## src/sqeq_pkg.sv

```systemverilog
// Shared types and constants for the SCI query event queue.
// Holds the request codes, the host command bytes and the sequencer state type.
// No dependencies.
package sqeq_pkg;

    typedef enum logic [1:0] {
        REQ_RAISE = 2'd0,
        REQ_HOST_CMD = 2'd1,
        REQ_PEND_TICK = 2'd2,
        REQ_QUEUE_RESET = 2'd3
    } req_t;

    typedef enum logic {
        ST_IDLE = 1'b0,
        ST_EXEC = 1'b1
    } state_t;

    localparam logic [7:0] CMD_BURST_A = 8'h80;
    localparam logic [7:0] CMD_BURST_B = 8'h81;
    localparam logic [7:0] CMD_BURST_SET = 8'h82;
    localparam logic [7:0] CMD_BURST_CLR = 8'h83;
    localparam logic [7:0] CMD_QUERY = 8'h84;
    localparam logic [7:0] CMD_ACPI_ON = 8'h86;
    localparam logic [7:0] CMD_ACPI_OFF = 8'h87;

endpackage

```

## src/sci_query_event_queue_core.sv

```systemverilog
// SCI query event queue: main and pending rings held in synchronous memories.
// Depends on sqeq_pkg for request codes, command bytes and the state type.
// The rings are read at the accepting edge; the execute state then registers the result.
// No beat is accepted in the execute state (write-back) or while m_valid waits on m_ready.
// Reset (aresetn low, synchronous) clears indices, flags and the output valid and sets
// pending_enable; the ring contents are not cleared and need no clearing pass.
module sci_query_event_queue_core
    import sqeq_pkg::*;
#(
    parameter int MAIN_DEPTH = 8,
    parameter int PEND_DEPTH = 8
) (
    input  logic       aclk,
    input  logic       aresetn,
    input  logic       cfg_we,
    input  logic       cfg_wdata,
    input  logic       s_valid,
    output logic       s_ready,
    input  logic [1:0] s_req_type,
    input  logic [7:0] s_event_code,
    input  logic       s_queue_mode,
    input  logic [7:0] s_host_cmd,
    input  logic       s_host_busy,
    input  logic       s_burst_active,
    output logic       m_valid,
    input  logic       m_ready,
    output logic       m_query_valid,
    output logic [7:0] m_query_data,
    output logic       m_sci_pulse,
    output logic       m_sci_event_flag,
    output logic       m_acpi_mode_flag,
    output logic       m_burst_check_flag
);

    localparam int MW = $clog2(MAIN_DEPTH);
    localparam int PW = $clog2(PEND_DEPTH);

    function automatic logic [MW-1:0] main_inc(input logic [MW-1:0] idx);
        return (idx == MW'(MAIN_DEPTH - 1)) ? '0 : idx + MW'(1);
    endfunction

    function automatic logic [PW-1:0] pend_inc(input logic [PW-1:0] idx);
        return (idx == PW'(PEND_DEPTH - 1)) ? '0 : idx + PW'(1);
    endfunction

    logic [7:0] main_mem [MAIN_DEPTH];
    logic [7:0] pend_mem [PEND_DEPTH];

    state_t state_reg, state_next;
    logic accept;
    logic exec_en;

    req_t       req_reg;
    logic [7:0] code_reg;
    logic       mode_reg;
    logic [7:0] cmd_reg;
    logic       busy_reg;
    logic       burst_reg;
    logic [7:0] main_rd_reg;
    logic [7:0] pend_rd_reg;

    logic [MW-1:0] main_head_reg, main_head_next;
    logic [MW-1:0] main_tail_reg, main_tail_next;
    logic [PW-1:0] pend_head_reg, pend_head_next;
    logic [PW-1:0] pend_tail_reg, pend_tail_next;
    logic acpi_on_reg, acpi_on_next;
    logic evt_reg, evt_next;
    logic burst_chk_reg, burst_chk_next;
    logic pend_en_reg;

    logic       main_we, pend_we;
    logic [7:0] main_wdata;
    logic       q_valid_c, pulse_c;
    logic [7:0] q_data_c;
    logic [MW-1:0] main_n, main_t;
    logic [PW-1:0] pend_n;

    logic       m_valid_reg;
    logic       q_valid_reg;
    logic [7:0] q_data_reg;
    logic       pulse_reg;

    always_comb begin
        state_next = state_reg;
        case (state_reg)
            ST_IDLE: begin
                if (accept) begin
                    state_next = ST_EXEC;
                end
            end
            ST_EXEC: state_next = ST_IDLE;
            default: state_next = ST_IDLE;
        endcase
    end

    always_comb begin
        s_ready = (state_reg == ST_IDLE) && (!m_valid_reg || m_ready);
        exec_en = (state_reg == ST_EXEC);
    end

    assign accept = s_valid && s_ready;

    always_comb begin
        main_head_next = main_head_reg;
        main_tail_next = main_tail_reg;
        pend_head_next = pend_head_reg;
        pend_tail_next = pend_tail_reg;
        acpi_on_next = acpi_on_reg;
        evt_next = evt_reg;
        burst_chk_next = burst_chk_reg;
        main_we = 1'b0;
        pend_we = 1'b0;
        main_wdata = code_reg;
        q_valid_c = 1'b0;
        q_data_c = 8'd0;
        pulse_c = 1'b0;
        main_n = main_inc(main_head_reg);
        main_t = main_inc(main_tail_reg);
        pend_n = pend_inc(pend_head_reg);
        case (req_reg)
            REQ_RAISE: begin
                if (acpi_on_reg) begin
                    if (pend_en_reg && !mode_reg &&
                        ((pend_head_reg != pend_tail_reg) || busy_reg)) begin
                        pend_we = 1'b1;
                        if (pend_n != pend_tail_reg) begin
                            pend_head_next = pend_n;
                        end
                    end else begin
                        main_we = 1'b1;
                        if (main_n != main_tail_reg) begin
                            main_head_next = main_n;
                        end
                        evt_next = 1'b1;
                        pulse_c = 1'b1;
                    end
                end
            end
            REQ_HOST_CMD: begin
                case (cmd_reg)
                    CMD_BURST_A, CMD_BURST_B: begin
                        if (acpi_on_reg && !burst_reg) begin
                            burst_chk_next = 1'b1;
                        end
                    end
                    CMD_BURST_SET: burst_chk_next = 1'b1;
                    CMD_BURST_CLR: burst_chk_next = 1'b0;
                    CMD_QUERY: begin
                        if (main_tail_reg != main_head_reg) begin
                            q_valid_c = 1'b1;
                            q_data_c = main_rd_reg;
                            main_tail_next = main_t;
                            if (main_t == main_head_reg) begin
                                evt_next = 1'b0;
                            end
                        end else begin
                            evt_next = 1'b0;
                        end
                    end
                    CMD_ACPI_ON: acpi_on_next = 1'b1;
                    CMD_ACPI_OFF: acpi_on_next = 1'b0;
                    default: ;
                endcase
            end
            REQ_PEND_TICK: begin
                if (pend_en_reg && acpi_on_reg && (pend_tail_reg != pend_head_reg) &&
                    !busy_reg) begin
                    pend_tail_next = pend_inc(pend_tail_reg);
                    main_we = 1'b1;
                    main_wdata = pend_rd_reg;
                    if (main_n != main_tail_reg) begin
                        main_head_next = main_n;
                    end
                    evt_next = 1'b1;
                    pulse_c = 1'b1;
                end
            end
            REQ_QUEUE_RESET: begin
                main_head_next = '0;
                main_tail_next = '0;
                pend_head_next = '0;
                pend_tail_next = '0;
                evt_next = 1'b0;
                burst_chk_next = 1'b0;
            end
            default: ;
        endcase
    end

    always_ff @(posedge aclk) begin
        if (accept) begin
            main_rd_reg <= main_mem[main_tail_reg];
            pend_rd_reg <= pend_mem[pend_tail_reg];
        end
        if (exec_en && main_we) begin
            main_mem[main_head_reg] <= main_wdata;
        end
        if (exec_en && pend_we) begin
            pend_mem[pend_head_reg] <= code_reg;
        end
    end

    always_ff @(posedge aclk) begin
        if (accept) begin
            req_reg <= req_t'(s_req_type);
            code_reg <= s_event_code;
            mode_reg <= s_queue_mode;
            cmd_reg <= s_host_cmd;
            busy_reg <= s_host_busy;
            burst_reg <= s_burst_active;
        end
        if (exec_en) begin
            q_valid_reg <= q_valid_c;
            q_data_reg <= q_data_c;
            pulse_reg <= pulse_c;
        end
    end

    always_ff @(posedge aclk) begin
        if (!aresetn) begin
            state_reg <= ST_IDLE;
            main_head_reg <= '0;
            main_tail_reg <= '0;
            pend_head_reg <= '0;
            pend_tail_reg <= '0;
            acpi_on_reg <= 1'b0;
            evt_reg <= 1'b0;
            burst_chk_reg <= 1'b0;
            pend_en_reg <= 1'b1;
            m_valid_reg <= 1'b0;
        end else begin
            state_reg <= state_next;
            if (cfg_we) begin
                pend_en_reg <= cfg_wdata;
            end
            if (exec_en) begin
                main_head_reg <= main_head_next;
                main_tail_reg <= main_tail_next;
                pend_head_reg <= pend_head_next;
                pend_tail_reg <= pend_tail_next;
                acpi_on_reg <= acpi_on_next;
                evt_reg <= evt_next;
                burst_chk_reg <= burst_chk_next;
                m_valid_reg <= 1'b1;
            end else if (m_ready) begin
                m_valid_reg <= 1'b0;
            end
        end
    end

    assign m_valid = m_valid_reg;
    assign m_query_valid = q_valid_reg;
    assign m_query_data = q_data_reg;
    assign m_sci_pulse = pulse_reg;
    assign m_sci_event_flag = evt_reg;
    assign m_acpi_mode_flag = acpi_on_reg;
    assign m_burst_check_flag = burst_chk_reg;

    a_exec_slot_free: assert property (@(posedge aclk) disable iff (!aresetn)
        (state_reg == ST_EXEC) |-> !m_valid_reg)
        else $error("Result register still occupied during the execute cycle.");

    a_pop_push_exclusive: assert property (@(posedge aclk) disable iff (!aresetn)
        m_valid_reg |-> !(q_valid_reg && pulse_reg))
        else $error("A beat both popped and pushed the main ring.");

    a_pulse_sets_flag: assert property (@(posedge aclk) disable iff (!aresetn)
        (m_valid_reg && pulse_reg) |-> evt_reg)
        else $error("SCI pulsed without the event flag set.");

    a_empty_query_zero: assert property (@(posedge aclk) disable iff (!aresetn)
        (m_valid_reg && !q_valid_reg) |-> (q_data_reg == 8'd0))
        else $error("Query data non-zero without a returned byte.");

    a_exec_follows_accept: assert property (@(posedge aclk) disable iff (!aresetn)
        accept |=> (state_reg == ST_EXEC))
        else $error("Accepted beat was not executed in the next cycle.");

endmodule
```

## config.mk

```make
export PLATFORM = sky130hd
export DESIGN_NAME = sci_query_event_queue_core
export DESIGN_NICKNAME = d
export VERILOG_FILES = /design/src/sqeq_pkg.sv /design/src/sci_query_event_queue_core.sv
export SDC_FILE = /design/constraint.sdc
export NUM_CORES = 1
export LEC_CHECK = 0
export BUFFER_PORTS_ARGS = -buffer_cell sky130_fd_sc_hd__buf_4
export CAP_MARGIN = 15
export CORE_AREA = 4 4 137 139
export CTS_BUF_LIST = sky130_fd_sc_hd__clkbuf_16
export CTS_CLUSTER_DIAMETER = 100
export DETAILED_ROUTE_END_ITERATION = 16
export DIE_AREA = 0 0 141 143
export PLACE_DENSITY = 0.65
export SYNTH_ARGS = -nofsm -noshare
export SYNTH_HDL_FRONTEND = slang
export SYNTH_SLANG_ARGS = --single-unit
export TNS_END_PERCENT = 50
```

## constraint.sdc

```tcl
create_clock -name aclk -period 4 [get_ports aclk]
set_input_delay 0.4 -clock aclk [delete_from_list [all_inputs] [get_ports aclk]]
set_output_delay 0.4 -clock aclk [all_outputs]
set_load 0.03 [all_outputs]
```

==> results of run 1 <==
-- Yosys cell counts (2+ instances only) --
library cell / n
nor3_2: 2
a21oi_1: 3
mux2_2: 16
mux2i_1: 8
and2_1: 11
o21ai_0: 4
o41ai_1: 2
nand2_1: 18
inv_1: 3
xor2_1: 6
and3_1: 2
dfxtp_1: 18
xnor2_1: 11
mux4_2: 32
a21oi_2: 2
edfxtp_1: 175
nor3_1: 4
o21ai_1: 4
nor2b_1: 6
a41oi_1: 2
clkbuf_1: 6
nand4_1: 8
nand3b_1: 2
o21bai_1: 2
buf_4: 6
mux2_1: 8
nand2b_1: 6
a31o_2: 2
nand3_1: 12
nor2_1: 18
buf_2: 6
ha_1: 8
-- where the power goes --
| group | internal, uW | leakage, uW | total [uW] | switching, uW |
|---|---|---|---|---|
| Sequential | 2230 | 0.00174 | 2270 | 33.0 |
| Clock | 904 | 0.000275 | 1590 | 690 |
| Combinational | 55.2 | 0.000886 | 136 | 81.2 |
| Total | 3190 | 0.00290 | 4000 | 804 |
-- path summary, 6_finish.rpt --
kind	to	slack, ps	cells past startpoint
max	main_mem[0][6]	890	5
min	busy_reg	140	1
max reg2reg	main_mem[0][6]	890	5
min reg2reg	m_query_data[1]	520	1
-- stage by stage --
step | total power (uW) | hold WS [ps] | worst slack, ps | area, um^2
6_report | 4000 | 142 | 887 | 8900
5_1_grt | 4130 | 120 | 619 | 8900
4_1_cts | 4030 | 125 | 851 | 8900
3_5_place_dp | 2450 | 511 | 854 | 8350
3_3_place_gp | 2440 | 497 | 982 | 8350
2_1_floorplan | 2380 | 480 | 1340 | 7830
-- routing by layer --
metal	share of wire [%]	up-vias	track usage, %	wire length (um)
met4	1.8	0	6.32	264
met3	4.0	18	3.05	588
li1	-	1806	-	-
met1	43	2029	20.5	6390
met2	51	89	26.0	7590
met5	0	-	0	0
-- area by class of cell --
cell class              instances  area, um^2  area share (%)
inverters                       3        11.3           0.127
well taps                     229         287            3.22
flip-flops and latches        193        5620            63.1
clock buffers                  17         425            4.78
repair buffers                 47         353            3.96
multi-input cells             216        2080            23.4
clock inverters                15         129            1.45
-- logic make-up (layout without fill, tap and decap cells) --
logic type | Yosys count | in the layout | share of synthesized area (%)
buf+inv | 24 | 82 | 1.77
compound gates | 30 | 30 | 2.96
mux | 64 | 64 | 13.7
fa+ha+maj | 8 | 8 | 1.28
flops | 193 | 193 | 71.7
simple gates | 97 | 97 | 6.73
xor+xnor | 17 | 17 | 1.90
==> impl_metrics.tcl, run 1 <==
set metrics [dict create \
    path_delay_family "flip-flops" \
    antennaDiodeCount 0 \
    final_common_cell "edfxtp_1" \
    viasPerCell 5.48 \
    slew_headroom_pct 31.5 \
    path_clk_slew_ps 70 \
    setup_viol 0 \
    postCtsSetupRepairBufs 0 \
    synth.net_count 468 \
    critPathArrivalTime_ps 3170 \
    globalRouteTotalUtil_pct 15.7 \
    synth_top_area_share_pct 67.1 \
    final-hold-violation-count 0 \
    hp-start "s_host_busy" \
    r2r_start "pend_tail_reg[1]" \
    critPathMaxStageDelay_ps 960 \
    layout-drive-gt1-share_pct 27.5 \
    wirelength_um 14800 \
    cp-end-kind "flop" \
    io_pins 42 \
    grt_pass1_wl_um 23400 \
    min_path_type "in2reg" \
    maxCapViolCount 0 \
    utilization_pct 50.4 \
    period_share_pct 77.8 \
    cts_inserted_buffers 17 \
    fin_worst_skew_ps 11.9 \
    synth_edf_count 175 \
    detail-route-antenna-nets 0 \
    syn_area_um2 7830 \
    antenna_found_initial 0 \
    path_max_fanout 21 \
    rsz0062_at_grt "no" \
    clock_path_buffers 2 \
    post_cts_resized 0 \
    ys_seq_elements 193 \
    grt_pass1_vias 4048 \
    reg.largest.list "main_mem: 64 flops, pend_mem: 64 flops" \
    die_w_um 141 \
    yosysTopAreaCell "edfxtp_1" \
    dr.pass1.iters 4 \
    tightest_slew_ps 1030 \
    rows 49 \
    yosysWarnings 0 \
    layout.nets 513 \
    instances_no_fill 720 \
    syn_inst 433 \
    synthFlopType "edfxtp_1" \
    ys_async_sr_fraction_pct 0 \
    start_kind "flop" \
    drt_iter0_drc 319 \
    yosysSeqAreaShare_pct 71.7 \
    dp.cells 688 \
    slowest_stage "dfxtp_1" \
    vias 3942 \
    cts_sinks 193 \
    grt_overflow 0 \
    place.gp.congestion 0.781 \
    final_cell_mix "edfxtp_1 (175), buf_4 (47), mux4_2 (32)" \
    tns_ps 0 \
    clock_latency_ps 430 \
    critical_path_class "reg2reg" \
    slew_violations 0 \
    port_buffers 41 \
    ir_worst_vdd_mv 0.522 \
    root_buffer "clkbuf_16" \
    worst_ep_required_time_ps 4050 \
    power_density_nw_per_um2 449 \
    core_area_um2 17700 \
    die_height_um 143 \
    synth.distinct_cells 52 \
    fillCellCount 1438 \
    min_period_ps 3110 \
    hpwl_um 10100 \
    yosys-top-cells-area "edfxtp_1 (67%), mux4_2 (9.2%), dfxtp_1 (4.6%), mux2_2 (2.3%), ha_1 (1.3%)" \
    timing.fmax_mhz 321 \
    p_leak_uw 0.00290 \
    initial_core_util_pct 44.4 \
    syn_to_final_growth_pct 13.6 \
    critPathLaunch "pend_tail_reg[1]" \
    die_area_um2 20200 \
    wl_per_cell_um 20.6 \
    grt_max_degree 38 \
    route.detailed.drc 0 \
    worstPathCellList "xnor2_1 -> a311o_1 -> o21ai_2 -> nand2b_1 -> nor2_1" \
    worst-path-buf-inv 0 \
    syn_avg_cell_area_um2 18.1 \
    postCtsHoldBufs 0 \
    cts_htree_levels 4 \
    status "finished, final reports clean" \
    cts_tree "yes" \
]
Power figures use the tool's default switching activity.
==> run 2: changes to the inputs <==
--- a/config.mk
+++ b/config.mk
@@ -12,7 +12,7 @@
 export CTS_CLUSTER_DIAMETER = 100
 export DETAILED_ROUTE_END_ITERATION = 16
 export DIE_AREA = 0 0 141 143
-export PLACE_DENSITY = 0.65
+export PLACE_DENSITY = 0.68
 export SYNTH_ARGS = -nofsm -noshare
 export SYNTH_HDL_FRONTEND = slang
 export SYNTH_SLANG_ARGS = --single-unit
==> constraint.sdc (replaced) <==
create_clock -name aclk -period 2.65 [get_ports aclk]
set_input_delay 0.265 -clock aclk [delete_from_list [all_inputs] [get_ports aclk]]
set_output_delay 0.265 -clock aclk [all_outputs]
set_load 0.03 [all_outputs]
==> impl_metrics.tcl, run 2 (same netlist as run 1, synthesis figures left out) <==
set metrics [dict create \
    die_w_um 141 \
    antennaDiodeCount 0 \
    rows 49 \
    critPathArrivalTime_ps 2400 \
    worst_ep_required_time_ps 2780 \
    cts_inserted_buffers 17 \
    final_cell_mix "edfxtp_1 (175), buf_4 (64), mux4_2 (32)" \
    tightest_slew_ps 758 \
    cp-end-kind "flop" \
    globalRouteTotalUtil_pct 15.3 \
    power_density_nw_per_um2 668 \
    detail-route-antenna-nets 0 \
    final-hold-violation-count 0 \
    min_period_ps 2270 \
    cp_num_cells 6 \
    clock_path_buffers 2 \
    clock_latency_ps 430 \
    antenna_found_initial 0 \
    timing.fmax_mhz 441 \
    rrSetupSlack_ps 380 \
    postCtsSetupRepairBufs 0 \
    root_buffer "clkbuf_16" \
    tns_ps 0 \
    dr.pass1.iters 4 \
    grt_pass1_wl_um 23300 \
    maxCapViolCount 0 \
    path_max_fanout 10 \
    path_delay_family "compound AO/OA/AOI/OAI gates" \
    setup_viol 0 \
    period_share_pct 85.6 \
    io_pins 42 \
    worstPathCellList "xnor2_1 -> a311o_1 -> o21ai_2 -> nand2_2 -> nor3_2 -> buf_4" \
    die_area_um2 20200 \
    place.gp.congestion 0.806 \
    core_area_um2 17700 \
    layout-drive-gt1-share_pct 30.0 \
    die_height_um 143 \
    start_kind "flop" \
    grt_pass1_vias 4279 \
    final_common_cell "edfxtp_1" \
    grt_max_degree 31 \
    hold_ws_ps 64.5 \
    slew_violations 0 \
    whs_path_depth 3 \
    syn_to_final_growth_pct 18.8 \
    critical_path_class "reg2reg" \
    port_buffers 41 \
    cts_tree "yes" \
    slew_headroom_pct 49.3 \
    min_path_type "in2reg" \
    path_clk_slew_ps 70 \
    hpwl_um 9620 \
    drt_iter0_drc 263 \
    worst-path-buf-inv 1 \
    wl_per_cell_um 19.2 \
    critPathMaxStageDelay_ps 590 \
    initial_core_util_pct 44.4 \
    ir_worst_vdd_mv 0.470 \
    vias 4069 \
    viasPerCell 5.36 \
    r2r_cells 6 \
    cts_htree_levels 4 \
    p_leak_uw 0.00311 \
    wirelength_um 14500 \
    rsz0062_at_grt "no" \
    grt_overflow 0 \
    cts_sinks 193 \
    status "finished, final reports clean" \
    layout.nets 552 \
    route.detailed.drc 0 \
    reg.largest.list "main_mem: 64 flops, pend_mem: 64 flops" \
    fin_worst_skew_ps 9.86 \
    slowest_stage "a311o_1" \
]
run 2: area by class of cell:
| class | count | area [um^2] |
|---|---|---|
| clock inverter | 15 | 176 |
| inverter | 3 | 11.3 |
| sequential | 193 | 5620 |
| fill | 1416 | 8350 |
| multi-input combinational | 216 | 2080 |
| clock buffer | 17 | 425 |
| timing repair buffer | 86 | 711 |
| tap | 229 | 287 |
run 2: where the power goes:
part           switching (uW)  internal (uW)
Combinational             135            112
Sequential               36.6           3370
Clock                    1150           1420
Total                    1320           4900
run 2: worst paths after layout:
check,endpoint,startpoint
worst min-delay path,pend_en_reg,cfg_wdata
worst max register to register,main_mem[5][0],pend_head_reg[1]
worst max-delay path,main_mem[5][0],pend_head_reg[1]
worst min register to register,m_sci_event_flag,m_sci_event_flag
run 2: tightest hold or removal path, stage by stage:
cell and delay, ps:
buf_4 80, mux2i_1 60, nand2_1 60
run 2: metal layers:
layer | global-route usage, % | wire [um] | share of wire, %
met1 | 19.9 | 6320 | 43
met3 | 3.88 | 682 | 4.7
met2 | 25.3 | 7390 | 51
met4 | 5.20 | 157 | 1.1
met5 | 0 | 0 | 0
run 2: timing repair:
| item | 4_1_cts | 5_1_grt |
|---|---|---|
| hold buffers | 20 | 1 |
| resized for setup | 0 | 0 |
| endpoints found under the hold margin | 20 | 1 |
run 2: stage by stage:
step           util (%)  instance area [um^2]  power (uW)  std cells  setup WS [ps]
3_5_place_dp       48.1                  8490        3700        706            378
4_1_cts            52.6                  9300        6280        758            359
3_3_place_gp       48.1                  8490        3690        706            530
6_report           52.7                  9310        6220        759            382
2_1_floorplan         -                  7830        3590        433            347
5_1_grt            52.7                  9310        6430        759            214
